## src/hdl/mrrt_pkg.sv

```systemverilog
// ----------------------------------------------------------------------------
// mrrt_pkg
// Types, codes and helpers shared by the memory request retry tracker.
// ----------------------------------------------------------------------------
package mrrt_pkg;

  localparam int unsigned MaxPayloadDef  = 1024;
  localparam logic [3:0]  MaxAttemptsRst = 4'd3;

  // Result queue geometry.
  localparam int unsigned RqDepth = 4;
  localparam int unsigned RqPtrW  = 2;
  localparam int unsigned RqCntW  = 3;

  typedef enum logic [1:0] {
    REQ_READ    = 2'd0,
    REQ_WRITE   = 2'd1,
    REQ_CONNECT = 2'd2,
    REQ_REPLY   = 2'd3
  } req_type_e;

  typedef enum logic [2:0] {
    RK_BYTES   = 3'd0,
    RK_TIMEOUT = 3'd1,
    RK_DISC    = 3'd2,
    RK_NOCONN  = 3'd3,
    RK_OTHER   = 3'd4
  } reply_kind_e;

  typedef enum logic [1:0] {
    OP_DATA  = 2'd0,
    OP_WACK  = 2'd1,
    OP_ERROR = 2'd2,
    OP_OTHER = 2'd3
  } opcode_e;

  typedef enum logic [1:0] {
    ACT_FINAL   = 2'd0,
    ACT_CONNECT = 2'd1,
    ACT_SEND    = 2'd2,
    ACT_CLOSE   = 2'd3
  } action_e;

  typedef enum logic [3:0] {
    ERR_NONE       = 4'd0,
    ERR_INVALID    = 4'd1,
    ERR_CONN_FAIL  = 4'd2,
    ERR_TIMEOUT    = 4'd3,
    ERR_DISCONN    = 4'd4,
    ERR_MALFORMED  = 4'd5,
    ERR_MISMATCH   = 4'd6,
    ERR_REMOTE     = 4'd7,
    ERR_UNEXPECTED = 4'd8
  } err_e;

  typedef enum logic [2:0] {
    PH_IDLE    = 3'b001,
    PH_CONNECT = 3'b010,
    PH_REPLY   = 3'b100
  } phase_e;

  typedef struct packed {
    logic [1:0]  req_type;
    logic [31:0] address;
    logic [15:0] length;
    logic [15:0] deadline_ms;
    logic        link_up;
    logic [2:0]  reply_kind;
    logic        decode_ok;
    logic [1:0]  resp_opcode;
    logic [31:0] resp_id;
    logic [31:0] resp_address;
    logic [15:0] resp_payload_len;
    logic [7:0]  resp_status;
  } item_t;

  typedef struct packed {
    action_e     action;
    logic        send_is_write;
    logic [31:0] req_tag;
    logic [31:0] send_address;
    logic [15:0] send_length;
    logic [15:0] send_deadline_ms;
    err_e        error_code;
    logic [7:0]  peer_status;
    logic [3:0]  attempts;
    logic        last;
  } result_t;

  typedef struct packed {
    logic [31:0] next_id;
    phase_e      phase;
    logic        cur_is_write;
    logic [31:0] cur_id;
    logic [31:0] cur_address;
    logic [15:0] cur_length;
    logic [15:0] cur_deadline;
    logic [3:0]  attempt_count;
  } state_t;

  // Builds one result; the request fields are only carried on a send.
  function automatic result_t mk_res(action_e a, logic [31:0] id, logic wr,
                                     logic [31:0] addr, logic [15:0] len,
                                     logic [15:0] dl, err_e e, logic [7:0] status,
                                     logic [3:0] att, logic last);
    result_t r;
    r                  = '0;
    r.action           = a;
    r.req_tag          = id;
    r.error_code       = e;
    r.peer_status      = status;
    r.attempts         = att;
    r.last             = last;
    if (a == ACT_SEND) begin
      r.send_is_write    = wr;
      r.send_address     = addr;
      r.send_length      = len;
      r.send_deadline_ms = dl;
    end
    return r;
  endfunction

endpackage

```

## src/hdl/mrrt_step.sv

```systemverilog
// ----------------------------------------------------------------------------
// mrrt_step
// Next-state and result logic for one event against the tracker state.
// ----------------------------------------------------------------------------
module mrrt_step #(
  parameter int unsigned MAX_PAYLOAD = mrrt_pkg::MaxPayloadDef
) (
  input  mrrt_pkg::item_t   item_i,
  input  mrrt_pkg::state_t  state_i,
  input  logic [3:0]        max_att_i,
  output mrrt_pkg::state_t  state_o,
  output mrrt_pkg::result_t res0_o,
  output mrrt_pkg::result_t res1_o,
  output logic [1:0]        num_res_o
);
  import mrrt_pkg::*;

  localparam logic [16:0] MaxLen = 17'(MAX_PAYLOAD);

  logic [31:0] nid;
  logic [3:0]  limit;
  logic [3:0]  att_inc;
  logic        bad_cmd;
  logic        want_op;
  logic [15:0] want_len;
  err_e        rep_err;
  logic [7:0]  rep_status;

  always_comb begin
    nid = state_i.next_id + 32'd1;
    if (nid == '0) begin
      nid = 32'd1;
    end
    limit    = (max_att_i == '0) ? 4'd1 : max_att_i;
    att_inc  = state_i.attempt_count + 4'd1;
    bad_cmd  = (item_i.length == '0) || ({1'b0, item_i.length} > MaxLen) ||
               (item_i.deadline_ms == '0);
    want_op  = ~state_i.cur_is_write;
    want_len = state_i.cur_is_write ? 16'd0 : state_i.cur_length;

    // Reply checks are taken in priority order.
    rep_status = item_i.resp_status;
    if (!item_i.decode_ok) begin
      rep_err    = ERR_MALFORMED;
      rep_status = '0;
    end else if (item_i.resp_id != state_i.cur_id ||
                 item_i.resp_address != state_i.cur_address) begin
      rep_err = ERR_MISMATCH;
    end else if (item_i.resp_opcode == OP_ERROR) begin
      rep_err = ERR_REMOTE;
    end else if (item_i.resp_opcode != (want_op ? OP_DATA : OP_WACK) ||
                 item_i.resp_payload_len != want_len) begin
      rep_err = ERR_UNEXPECTED;
    end else begin
      rep_err = ERR_NONE;
    end
  end

  always_comb begin
    state_o   = state_i;
    res0_o    = '0;
    res1_o    = '0;
    num_res_o = 2'd0;
    case (item_i.req_type)
      REQ_READ, REQ_WRITE: begin
        if (state_i.phase == PH_IDLE) begin
          state_o.next_id = nid;
          num_res_o       = 2'd1;
          if (bad_cmd) begin
            res0_o = mk_res(ACT_FINAL, state_i.next_id, 1'b0, '0, '0, '0,
                            ERR_INVALID, '0, 4'd0, 1'b1);
          end else begin
            state_o.cur_is_write  = (item_i.req_type == REQ_WRITE);
            state_o.cur_id        = state_i.next_id;
            state_o.cur_address   = item_i.address;
            state_o.cur_length    = item_i.length;
            state_o.cur_deadline  = item_i.deadline_ms;
            state_o.attempt_count = 4'd1;
            state_o.phase         = item_i.link_up ? PH_REPLY : PH_CONNECT;
            res0_o = mk_res(item_i.link_up ? ACT_SEND : ACT_CONNECT, state_i.next_id,
                            (item_i.req_type == REQ_WRITE), item_i.address,
                            item_i.length, item_i.deadline_ms, ERR_NONE, '0,
                            4'd1, 1'b1);
          end
        end
      end
      REQ_CONNECT: begin
        if (state_i.phase == PH_CONNECT) begin
          num_res_o = 2'd1;
          if (item_i.link_up) begin
            state_o.phase = PH_REPLY;
            res0_o = mk_res(ACT_SEND, state_i.cur_id, state_i.cur_is_write,
                            state_i.cur_address, state_i.cur_length,
                            state_i.cur_deadline, ERR_NONE, '0,
                            state_i.attempt_count, 1'b1);
          end else begin
            state_o.phase = PH_IDLE;
            res0_o = mk_res(ACT_FINAL, state_i.cur_id, 1'b0, '0, '0, '0,
                            ERR_CONN_FAIL, '0, state_i.attempt_count, 1'b1);
          end
        end
      end
      REQ_REPLY: begin
        if (state_i.phase == PH_REPLY) begin
          if (item_i.reply_kind == RK_BYTES) begin
            num_res_o     = 2'd1;
            state_o.phase = PH_IDLE;
            res0_o = mk_res(ACT_FINAL, state_i.cur_id, 1'b0, '0, '0, '0,
                            rep_err, rep_status, state_i.attempt_count, 1'b1);
          end else begin
            // Transport error: close first, then retry or give up.
            num_res_o = 2'd2;
            res0_o = mk_res(ACT_CLOSE, state_i.cur_id, 1'b0, '0, '0, '0,
                            ERR_NONE, '0, state_i.attempt_count, 1'b0);
            if (!state_i.cur_is_write && state_i.attempt_count < limit &&
                item_i.reply_kind inside {RK_TIMEOUT, RK_DISC, RK_NOCONN}) begin
              state_o.attempt_count = att_inc;
              state_o.phase         = PH_CONNECT;
              res1_o = mk_res(ACT_CONNECT, state_i.cur_id, 1'b0, '0, '0, '0,
                              ERR_NONE, '0, att_inc, 1'b1);
            end else begin
              state_o.phase = PH_IDLE;
              res1_o = mk_res(ACT_FINAL, state_i.cur_id, 1'b0, '0, '0, '0,
                              (item_i.reply_kind == RK_TIMEOUT) ? ERR_TIMEOUT
                                                                : ERR_DISCONN,
                              '0, state_i.attempt_count, 1'b1);
            end
          end
        end
      end
      default: begin
        num_res_o = 2'd0;
      end
    endcase
  end

endmodule

```

## src/hdl/mrrt_res_queue.sv

```systemverilog
// ----------------------------------------------------------------------------
// mrrt_res_queue
// Small result queue that takes up to two words a cycle and gives one when popped.
// ----------------------------------------------------------------------------
module mrrt_res_queue (
  input  logic                        clk_i,
  input  logic                        rst_ni,
  input  logic [1:0]                  push_num_i,
  input  mrrt_pkg::result_t           push0_i,
  input  mrrt_pkg::result_t           push1_i,
  input  logic                        pop_i,
  output mrrt_pkg::result_t           head_o,
  output logic [mrrt_pkg::RqCntW-1:0] count_o
);
  import mrrt_pkg::*;

  result_t             mem_q [RqDepth];
  logic [RqPtrW-1:0]   wr_ptr_q, wr_ptr_d;
  logic [RqPtrW-1:0]   rd_ptr_q, rd_ptr_d;
  logic [RqCntW-1:0]   cnt_q, cnt_d;
  logic [RqPtrW-1:0]   wr_ptr1;

  assign wr_ptr1 = wr_ptr_q + RqPtrW'(1);
  assign head_o  = mem_q[rd_ptr_q];
  assign count_o = cnt_q;

  always_comb begin
    wr_ptr_d = wr_ptr_q + RqPtrW'(push_num_i);
    rd_ptr_d = rd_ptr_q + RqPtrW'(pop_i);
    cnt_d    = cnt_q + RqCntW'(push_num_i) - RqCntW'(pop_i);
  end

  always_ff @(posedge clk_i or negedge rst_ni) begin
    if (!rst_ni) begin
      wr_ptr_q <= '0;
      rd_ptr_q <= '0;
      cnt_q    <= '0;
    end else begin
      wr_ptr_q <= wr_ptr_d;
      rd_ptr_q <= rd_ptr_d;
      cnt_q    <= cnt_d;
    end
  end

  always_ff @(posedge clk_i) begin
    if (push_num_i != 2'd0) begin
      mem_q[wr_ptr_q] <= push0_i;
    end
    if (push_num_i == 2'd2) begin
      mem_q[wr_ptr1] <= push1_i;
    end
  end

endmodule

```

## src/hdl/memory_request_retry_tracker.sv

```systemverilog
// ----------------------------------------------------------------------------
// memory_request_retry_tracker
// Requester for a remote-memory link: issues IDs, drives connect, send and
// close steps, retries reads on transport errors and checks every reply.
// ----------------------------------------------------------------------------
//  channel  | direction | handshake              | payload
//  ---------+-----------+------------------------+-----------------------------
//  in       | to block  | in_valid_i / in_stall_o  | command, connect, reply
//  out      | from block| out_valid_o / out_stall_i| action and result fields
//  cfg      | to block  | cfg_valid_i / cfg_ready_o| max_read_attempts (4 bit)
//
// An accepted event waits in the input register until it is retired, then its
// one or two result words are written together into a four-word result queue.
// One event per cycle is taken while the queue has room for two words; the queue
// drains one word per cycle while the output is not stalled, so events that give
// two words halve the rate. Reset sets the ID counter to 1, the link phase to
// idle and attempt limit to 3; output stalls hold input once three words wait.
// ----------------------------------------------------------------------------
module memory_request_retry_tracker #(
  parameter int unsigned MAX_PAYLOAD = mrrt_pkg::MaxPayloadDef
) (
  input  logic        clk_i,
  input  logic        rst_ni,
  // Configuration
  input  logic        cfg_valid_i,
  output logic        cfg_ready_o,
  input  logic [3:0]  cfg_data_i,
  // Input events
  input  logic        in_valid_i,
  output logic        in_stall_o,
  input  logic [1:0]  req_type_i,
  input  logic [31:0] address_i,
  input  logic [15:0] length_i,
  input  logic [15:0] deadline_ms_i,
  input  logic        link_up_i,
  input  logic [2:0]  reply_kind_i,
  input  logic        decode_ok_i,
  input  logic [1:0]  resp_opcode_i,
  input  logic [31:0] resp_id_i,
  input  logic [31:0] resp_address_i,
  input  logic [15:0] resp_payload_len_i,
  input  logic [7:0]  resp_status_i,
  // Results
  output logic        out_valid_o,
  input  logic        out_stall_i,
  output logic [1:0]  action_o,
  output logic        send_is_write_o,
  output logic [31:0] req_tag_o,
  output logic [31:0] send_address_o,
  output logic [15:0] send_length_o,
  output logic [15:0] send_deadline_ms_o,
  output logic [3:0]  error_code_o,
  output logic [7:0]  peer_status_o,
  output logic [3:0]  attempts_o,
  output logic        last_o
);
  import mrrt_pkg::*;

  item_t             item_q;
  logic              item_vld_q, item_vld_d;
  state_t            state_q, state_d;
  logic [3:0]        max_att_q;
  result_t           res0, res1, head;
  logic [1:0]        num_res;
  logic [RqCntW-1:0] q_count;
  logic              retire;
  logic              load;
  logic              pop;

  // Room for two words is needed before an event may be retired.
  assign retire      = item_vld_q && (q_count <= RqCntW'(RqDepth - 2));
  assign in_stall_o  = item_vld_q && !retire;
  assign load        = in_valid_i && !in_stall_o;
  assign item_vld_d  = load || (item_vld_q && !retire);
  assign cfg_ready_o = 1'b1;
  assign out_valid_o = (q_count != '0);
  assign pop         = out_valid_o && !out_stall_i;

  always_ff @(posedge clk_i or negedge rst_ni) begin
    if (!rst_ni) begin
      item_vld_q <= 1'b0;
      max_att_q  <= MaxAttemptsRst;
      state_q    <= '{next_id: 32'd1, phase: PH_IDLE, default: '0};
    end else begin
      item_vld_q <= item_vld_d;
      if (cfg_valid_i) begin
        max_att_q <= cfg_data_i;
      end
      if (retire) begin
        state_q <= state_d;
      end
    end
  end

  always_ff @(posedge clk_i) begin
    if (load) begin
      item_q <= '{req_type: req_type_i, address: address_i, length: length_i,
                  deadline_ms: deadline_ms_i, link_up: link_up_i,
                  reply_kind: reply_kind_i, decode_ok: decode_ok_i,
                  resp_opcode: resp_opcode_i, resp_id: resp_id_i,
                  resp_address: resp_address_i,
                  resp_payload_len: resp_payload_len_i,
                  resp_status: resp_status_i};
    end
  end

  mrrt_step #(
    .MAX_PAYLOAD(MAX_PAYLOAD)
  ) u_step (
    .item_i   (item_q),
    .state_i  (state_q),
    .max_att_i(max_att_q),
    .state_o  (state_d),
    .res0_o   (res0),
    .res1_o   (res1),
    .num_res_o(num_res)
  );

  mrrt_res_queue u_queue (
    .clk_i     (clk_i),
    .rst_ni    (rst_ni),
    .push_num_i(retire ? num_res : 2'd0),
    .push0_i   (res0),
    .push1_i   (res1),
    .pop_i     (pop),
    .head_o    (head),
    .count_o   (q_count)
  );

  assign action_o           = head.action;
  assign send_is_write_o    = head.send_is_write;
  assign req_tag_o          = head.req_tag;
  assign send_address_o     = head.send_address;
  assign send_length_o      = head.send_length;
  assign send_deadline_ms_o = head.send_deadline_ms;
  assign error_code_o       = head.error_code;
  assign peer_status_o      = head.peer_status;
  assign attempts_o         = head.attempts;
  assign last_o             = head.last;

endmodule

```

## config.mk

```make
export PLATFORM = sky130hd
export DESIGN_NAME = memory_request_retry_tracker
export DESIGN_NICKNAME = d
export VERILOG_FILES = /design/src/hdl/mrrt_pkg.sv /design/src/hdl/mrrt_step.sv /design/src/hdl/mrrt_res_queue.sv /design/src/hdl/memory_request_retry_tracker.sv
export SDC_FILE = /design/constraint.sdc
export NUM_CORES = 1
export LEC_CHECK = 0
export BUFFER_PORTS_ARGS = -buffer_cell sky130_fd_sc_hd__buf_2
export CAP_MARGIN = 20
export CORE_AREA = 2 2 307 309
export CTS_CLUSTER_DIAMETER = 30
export DETAILED_ROUTE_END_ITERATION = 10
export DIE_AREA = 0 0 309 311
export SLEW_MARGIN = 30
export SYNTH_ARGS = -nofsm -noshare
export SYNTH_HDL_FRONTEND = slang
export SYNTH_SLANG_ARGS = --single-unit
```

## constraint.sdc

```tcl
create_clock -name clk_i -period 14.95 [get_ports clk_i]
set_input_delay 1.495 -clock clk_i [delete_from_list [all_inputs] [get_ports clk_i]]
set_output_delay 1.495 -clock clk_i [all_outputs]
set_load 0.02 [all_outputs]
```

==> results.json, run 1 <==
{
  "ys_ff_latch": 773,
  "worst_pin_slew_ps": 981.3,
  "cts_buffers": 163,
  "switching_share_pct": 24.75,
  "synth_flop_cell": "edfxtp_1",
  "hold_slack_ps": 462.3,
  "start_util_pct": 34.76,
  "port_buffers": 287,
  "synthesis.instances": 2605,
  "grt_overflow": 0,
  "cpMaxStageDelayCell": "dfrtp_4",
  "status": "complete, no violations",
  "syn-cell-area_um2": 32240,
  "cts.htree.levels": 4,
  "die_w_um": 309,
  "cts_tree": "yes",
  "seqPwrFrac_pct": 37.4,
  "syn-mean-instance-area_um2": 12.38,
  "die_area_um2": 96100,
  "gp_congestion": 0.8359,
  "core_area_um2": 92770,
  "path_max_fanout": 43,
  "synth_cell_types": 77,
  "drt_iter0_drc": 2220,
  "dp_hpwl_um": 64710,
  "fin_setup_tns_ps": 0,
  "antenna_found_initial": 27,
  "synth_area_leader_cell": "edfxtp_1",
  "vias_per_cell": 5.498,
  "p_comb_share_pct": 7.2,
  "n_fill_cell": 8567,
  "wl_um": 101700,
  "rrSetupSlack_ps": 10940,
  "arrival_ps": 3920,
  "async_reset_ff_share_pct": 19.15,
  "yosys_warnings": 0,
  "cp-end-kind": "output port",
  "ir_worst_vdd_uv": 98.64,
  "critPathTopFamily": "buffers and inverters",
  "setup_slack_ps": 9532,
  "row_count": 112,
  "clock_path_buffers": 3,
  "rsz0062_at_grt": "false",
  "critPathKind": "register to output port",
  "slew-limit-headroom_pct": 34.58,
  "path_cells": "buf_4 -> buf_6 -> mux4_2 -> buf_2",
  "clockPowerShare_pct": 55.4,
  "yosysSeqAreaShare_pct": 60.39,
  "holdBufCountCts": 0,
  "fin_skew_ps": 34.31,
  "synth-edff-count": 325,
  "hold_viol": 0,
  "cts_resized": 0,
  "clock_latency_ps": 740,
  "hold_class": "register to register",
  "drv_cap": 0,
  "intPower_uw": 4966,
  "layout-drive-gt1-share_pct": 28.13,
  "synth.area.top_cells": "edfxtp_1 (30%), dfxtp_1 (19%), dfrtp_1 (11%)",
  "p_sw_uw": 1633,
  "crit_path_start_kind": "register",
  "powerDensity_nw_per_um2": 163.1,
  "drtAntennaViolNets": 0,
  "dr.pass1.iters": 5,
  "grtUsageTotal_pct": 21.04,
  "grt_pass1_wl_um": 151600,
  "route.detailed.drc": 0,
  "post_cts_buffers": 0,
  "timing.fmax_ghz": 0.1846,
  "routedWlPerCell_um": 23.80,
  "die_y_um": 311,
  "finalSetupViolCount": 0,
  "crit_required_ps": 13460,
  "synth_nets": 2786,
  "synth_top_area_share_pct": 30.27,
  "area_delta_synth_final_pct": 25.50,
  "slowest_delay_ps": 930,
  "first_global_vias": 22950,
  "drv_slew": 0,
  "io_pins": 289,
  "clk_pin_slew_ps": 50,
  "dp_slack_ps": 9858,
  "critPathBufInv": 3,
  "post-route-min-period_ps": 5418,
  "grt_max_degree": 89,
  "cts.sinks": 773,
  "fin_nets": 3047,
  "finalCritPeriodShare_pct": 36.24,
  "cts-root-buf": "clkbuf_16",
  "vias": 23500,
  "leakage_uw": 0.01414
}
[worst paths after layout]
path,startpoint,to,depth (start not counted)
worst max-delay path,u_queue.rd_ptr_q[0],req_tag_o[7],4
worst min-delay path,u_queue.mem_q[3][46],u_queue.mem_q[3][46],2
worst max register to register,item_q[160],u_queue.mem_q[0][93],6
worst min register to register,u_queue.mem_q[3][46],u_queue.mem_q[3][46],2
max in group asynchronous,rst_ni,u_queue.rd_ptr_q[1],2
min in group asynchronous,rst_ni,state_q[54],1
[layout make-up]
| cell class | count | area, µm² | area share (%) |
|---|---|---|---|
| flip-flops and latches | 773 | 19480 | 48.14 |
| multi-input cells | 1585 | 11890 | 29.39 |
| clock buffers | 203 | 4508 | 11.14 |
| repair buffers | 320 | 1718 | 4.245 |
| well taps | 1254 | 1569 | 3.877 |
| clock inverters | 104 | 1181 | 2.919 |
| inverters | 23 | 86.33 | 0.2133 |
| diodes | 12 | 30.03 | 0.07421 |
[worst reg2reg max path, cell delays in order, from the launching register on]
cell and delay, ps:
edfxtp_1 600, nand2_2 180, or3_1 540, nor3_4 710, nand3_4 720, nand2_2 250, buf_4 550
[layout by cell type, fill, tap and decap left out, types with 32 or more instances in the layout]
cell / count
a22oi_1: 95
buf_2: 286
clkbuf_16: 170
dfrtp_1: 142
dfxtp_1: 300
edfxtp_1: 325
mux2_2: 78
mux4_2: 116
nand2_1: 89
nand3_1: 323
nand4_1: 37
nor2_1: 32
o21ai_0: 337
o22ai_1: 150
xnor2_1: 94
[cell families after synthesis]
group | synth area share, %
DFF | 60.39
AOI/OAI and AO/OA | 11.77
and+or+nand+nor | 9.767
buffers and inverters | 3.116
muxes | 11.48
xor gates and xnor gates | 3.015
adders and majority gates | 0.4501
other | 0.01163
[stage by stage]
| step | cell area, µm² | cells | total power, µW | utilization (%) |
|---|---|---|---|---|
| after floorplan | 32240 | 2605 | 2829 | - |
| final | 40470 | 4274 | 6599 | 43.62 |
| after CTS | 40420 | 4262 | 6664 | 43.57 |
| after detailed placement | 34730 | 3955 | 2996 | 37.44 |
| after global routing | 40460 | 4273 | 6822 | 43.62 |
| after global placement | 34690 | 3954 | 2987 | 37.40 |
[power groups by stage]
stage                     Combinational, µW  Clock (µW)  Sequential (µW)
after global placement                  483           0             2500
after global routing                    518        3820             2480
final                                   477        3650             2470
after detailed placement                488           0             2510
after floorplan                         384           0             2450
after CTS                               488        3710             2470
[flip-flops by register name (all words and copies together) (netlist names)]
name	cells
item_q	161
max_att_q	4
u_queue.mem_q	464
u_queue.wr_ptr_q	2
u_queue.rd_ptr_q	2
state_q	136
u_queue.count_o	3
item_vld_q	1
[Yosys cell counts, types with 15 or more instances]
master and number:
nor4_1 15, o21ai_0 337, xnor2_1 94, nand4_1 37
nand2_1 100, xor2_1 17, clkbuf_1 152, o22ai_1 150
mux4_2 116, mux2_2 78, edfxtp_1 325, buf_2 36
nand3_1 325, inv_1 23, a21oi_1 16, dfxtp_1 300
nor3_1 23, dfrtp_1 144, buf_1 29, nor2_1 34
a22oi_1 95
[routing by layer]
metal | routed length, µm | part of all wire, % | global-route usage, % | vias to the layer above
met2 | 47630 | 47 | 32.35 | 1060
met5 | 175 | 0.17 | 0 | -
li1 | - | - | - | 10590
met4 | 2408 | 2.4 | 7.491 | 26
met1 | 42650 | 42 | 28.31 | 11630
met3 | 8851 | 8.7 | 5.960 | 187
No activity file was read; power rests on OpenSTA's default activity.
==> run 2: changes to the inputs <==
--- a/config.mk
+++ b/config.mk
@@ -5,12 +5,13 @@
 export SDC_FILE = /design/constraint.sdc
 export NUM_CORES = 1
 export LEC_CHECK = 0
+export ABC_AREA = 1
 export BUFFER_PORTS_ARGS = -buffer_cell sky130_fd_sc_hd__buf_2
 export CAP_MARGIN = 20
-export CORE_AREA = 2 2 307 309
+export CORE_AREA = 2 2 314 316
 export CTS_CLUSTER_DIAMETER = 30
 export DETAILED_ROUTE_END_ITERATION = 10
-export DIE_AREA = 0 0 309 311
+export DIE_AREA = 0 0 316 318
 export SLEW_MARGIN = 30
 export SYNTH_ARGS = -nofsm -noshare
 export SYNTH_HDL_FRONTEND = slang
==> constraint.sdc (replaced) <==
create_clock -name clk_i -period 5.31 [get_ports clk_i]
set_input_delay 0.531 -clock clk_i [delete_from_list [all_inputs] [get_ports clk_i]]
set_output_delay 0.531 -clock clk_i [all_outputs]
set_load 0.02 [all_outputs]
==> run 2 against run 1 <==
Effect of this change: via count grew 29%; area after synthesis rose by 4.9%; sequential power grew to 2.9 times the previous value; cell count rose by 38%; utilization is 1.8 points higher; worst setup slack lost 8400 ps; clock power rose to 3.0 times the previous value; worst hold slack got worse by 420 ps.
==> results.json, run 2 <==
{
  "syn-cell-area_um2": 33830,
  "synth_top_area_share_pct": 28.85,
  "vias_per_cell": 5.136,
  "rsz0062_at_grt": "false",
  "fin_nets": 4655,
  "synth_cell_types": 38,
  "cp-end-kind": "output port",
  "path_max_fanout": 83,
  "crit_path_start_kind": "register",
  "drv_cap": 0,
  "slew-limit-headroom_pct": 31.51,
  "yosys_warnings": 0,
  "synth.area.top_cells": "edfxtp_1 (29%), dfxtp_1 (18%), nand2_1 (17%)",
  "drt_iter0_drc": 2909,
  "status": "complete, no violations",
  "critPathKind": "register to output port",
  "hp-start": "cfg_valid_i",
  "synthMostInstantiatedCell": "nand2_1",
  "synth_flop_cell": "edfxtp_1",
  "dr.pass1.iters": 6,
  "gp_congestion": 0.8907,
  "fin_util_pct": 45.40,
  "yosysSeqAreaShare_pct": 57.56,
  "row_count": 115,
  "cts.htree.levels": 4,
  "hold_class": "input pin to register",
  "dp_hpwl_um": 69730,
  "largest_reg_flops": 464,
  "layout.cells.most_common": "nand2_1",
  "post-route-min-period_ps": 4147,
  "ff2ff_path_depth": 11,
  "routedWlPerCell_um": 19.73,
  "grtUsageTotal_pct": 23.08,
  "die_w_um": 316,
  "worst_pin_slew_ps": 1027,
  "grt_max_degree": 127,
  "synth_common_cells": "nand2_1 (1496), nor2_1 (406), o21ai_0 (405)",
  "core_area_um2": 97410,
  "timing.fmax_ghz": 0.2411,
  "wl_um": 116700,
  "arrival_ps": 3620,
  "first_global_vias": 29410,
  "clock_latency_ps": 770,
  "finalPower_uw": 23690,
  "cts.sinks": 773,
  "crit_required_ps": 4780,
  "synth_area_leader_cell": "edfxtp_1",
  "port_buffers": 287,
  "route.detailed.drc": 0,
  "n_fill_cell": 9244,
  "start_util_pct": 34.73,
  "finalSetupViolCount": 0,
  "die_y_um": 318,
  "rr_startpoint": "item_q[118]",
  "powerDensity_nw_per_um2": 535.5,
  "rr_endpoint": "state_q[88]",
  "ys_ff_latch": 773,
  "cts-root-buf": "clkbuf_16",
  "io_pins": 289,
  "clk_pin_slew_ps": 50,
  "fin_setup_tns_ps": 0,
  "fin_skew_ps": 32.48,
  "synthesis.instances": 4032,
  "area_delta_synth_final_pct": 30.74,
  "cts_buffers": 179,
  "rrSetupSlack_ps": 1580,
  "worstHoldPathCells": 2,
  "async_reset_ff_share_pct": 19.15,
  "die_area_um2": 100500,
  "synth-edff-count": 325,
  "drv_slew": 0,
  "top_register": "u_queue.mem_q",
  "grt_pass1_wl_um": 177200,
  "cts_tree": "yes",
  "syn-mean-instance-area_um2": 8.390,
  "top_regs": "u_queue.mem_q: 464 flops, item_q: 161 flops, state_q: 136 flops",
  "final_cell_mix": "nand2_1 (1493), o21ai_0 (405), nor2_1 (401)",
  "grt_overflow": 0,
  "vias": 30380,
  "leakage_uw": 0.01907,
  "drtAntennaViolNets": 0,
  "finalCritPeriodShare_pct": 78.10,
  "ir_worst_vdd_uv": 426.2,
  "clock_path_buffers": 3,
  "layout-drive-gt1-share_pct": 14.87,
  "hold_viol": 0,
  "antenna_found_initial": 4,
  "synth_nets": 4213,
  "holdPathEnd": "max_att_q[1]"
}
## run 2: worst max-delay path by stage
stage,start,end
final,u_queue.rd_ptr_q[0],req_tag_o[3]
after floorplan,u_queue.count_o[1],item_q[0]
after global routing,u_queue.rd_ptr_q[0],error_code_o[3]
after global placement,item_q[117],state_q[80]
after detailed placement,item_q[117],state_q[88]
after CTS,u_queue.rd_ptr_q[0],peer_status_o[5]
## run 2: cell families after synthesis
logic type,after synthesis,share of synthesized area [%]
and+or+nand+nor,2071,24.12
DFF,773,57.56
AOI/OAI and AO/OA,694,11.47
buffers and inverters,430,5.048
xor gates and xnor gates,51,1.320
adders and majority gates,11,0.4290
other,1,0.01108
muxes,1,0.03328
## run 2: where the power goes
group	switching (µW)	internal (µW)	total, µW
Clock	3570	7440	11000
Sequential	427	6740	7170
Combinational	4010	1490	5510
Total	8010	15700	23700
## run 2: metal layers
metal	global-route usage [%]	wire length [µm]
met5	0	11
met1	30.63	49990
met4	8.447	3295
met3	4.369	8654
met2	37.35	54770
## run 2: critical path, stage by stage (launching register included)
cell and delay (ps):
dfrtp_4 970, buf_4 840, o21ai_0 230, o22ai_1 490, buf_2 270
## run 2: final cells by class
class | instances | area [µm²] | share of cell area (%)
diodes | 1 | 2.502 | 0.005658
clock buffers | 233 | 5065 | 11.45
clock inverters | 102 | 1101 | 2.489
inverters | 193 | 737.0 | 1.666
multi-input cells | 2829 | 12690 | 28.70
flip-flops and latches | 773 | 19480 | 44.05
well taps | 1287 | 1610 | 3.641
repair buffers | 498 | 3540 | 8.003
## run 2: metrics by stage
| step | std cells | setup WS (ps) | hold slack (ps) | instance area, µm² |
|---|---|---|---|---|
| final | 5916 | 1163 | 37.68 | 44230 |
| after global routing | 5916 | 1041 | 13.25 | 44230 |
| after CTS | 5914 | 1104 | 16.32 | 44200 |
| after detailed placement | 5418 | 1550 | 433.6 | 36420 |
| after global placement | 5416 | 1641 | 430.6 | 36360 |
| after floorplan | 4032 | 1737 | 235.4 | 33840 |
## run 2: what timing repair did
item	CTS	global route
setup buffers	0	0
hold buffers	161	0
resized for setup	0	0
endpoints found under the hold margin	223	0
setup endpoints to repair	0	0
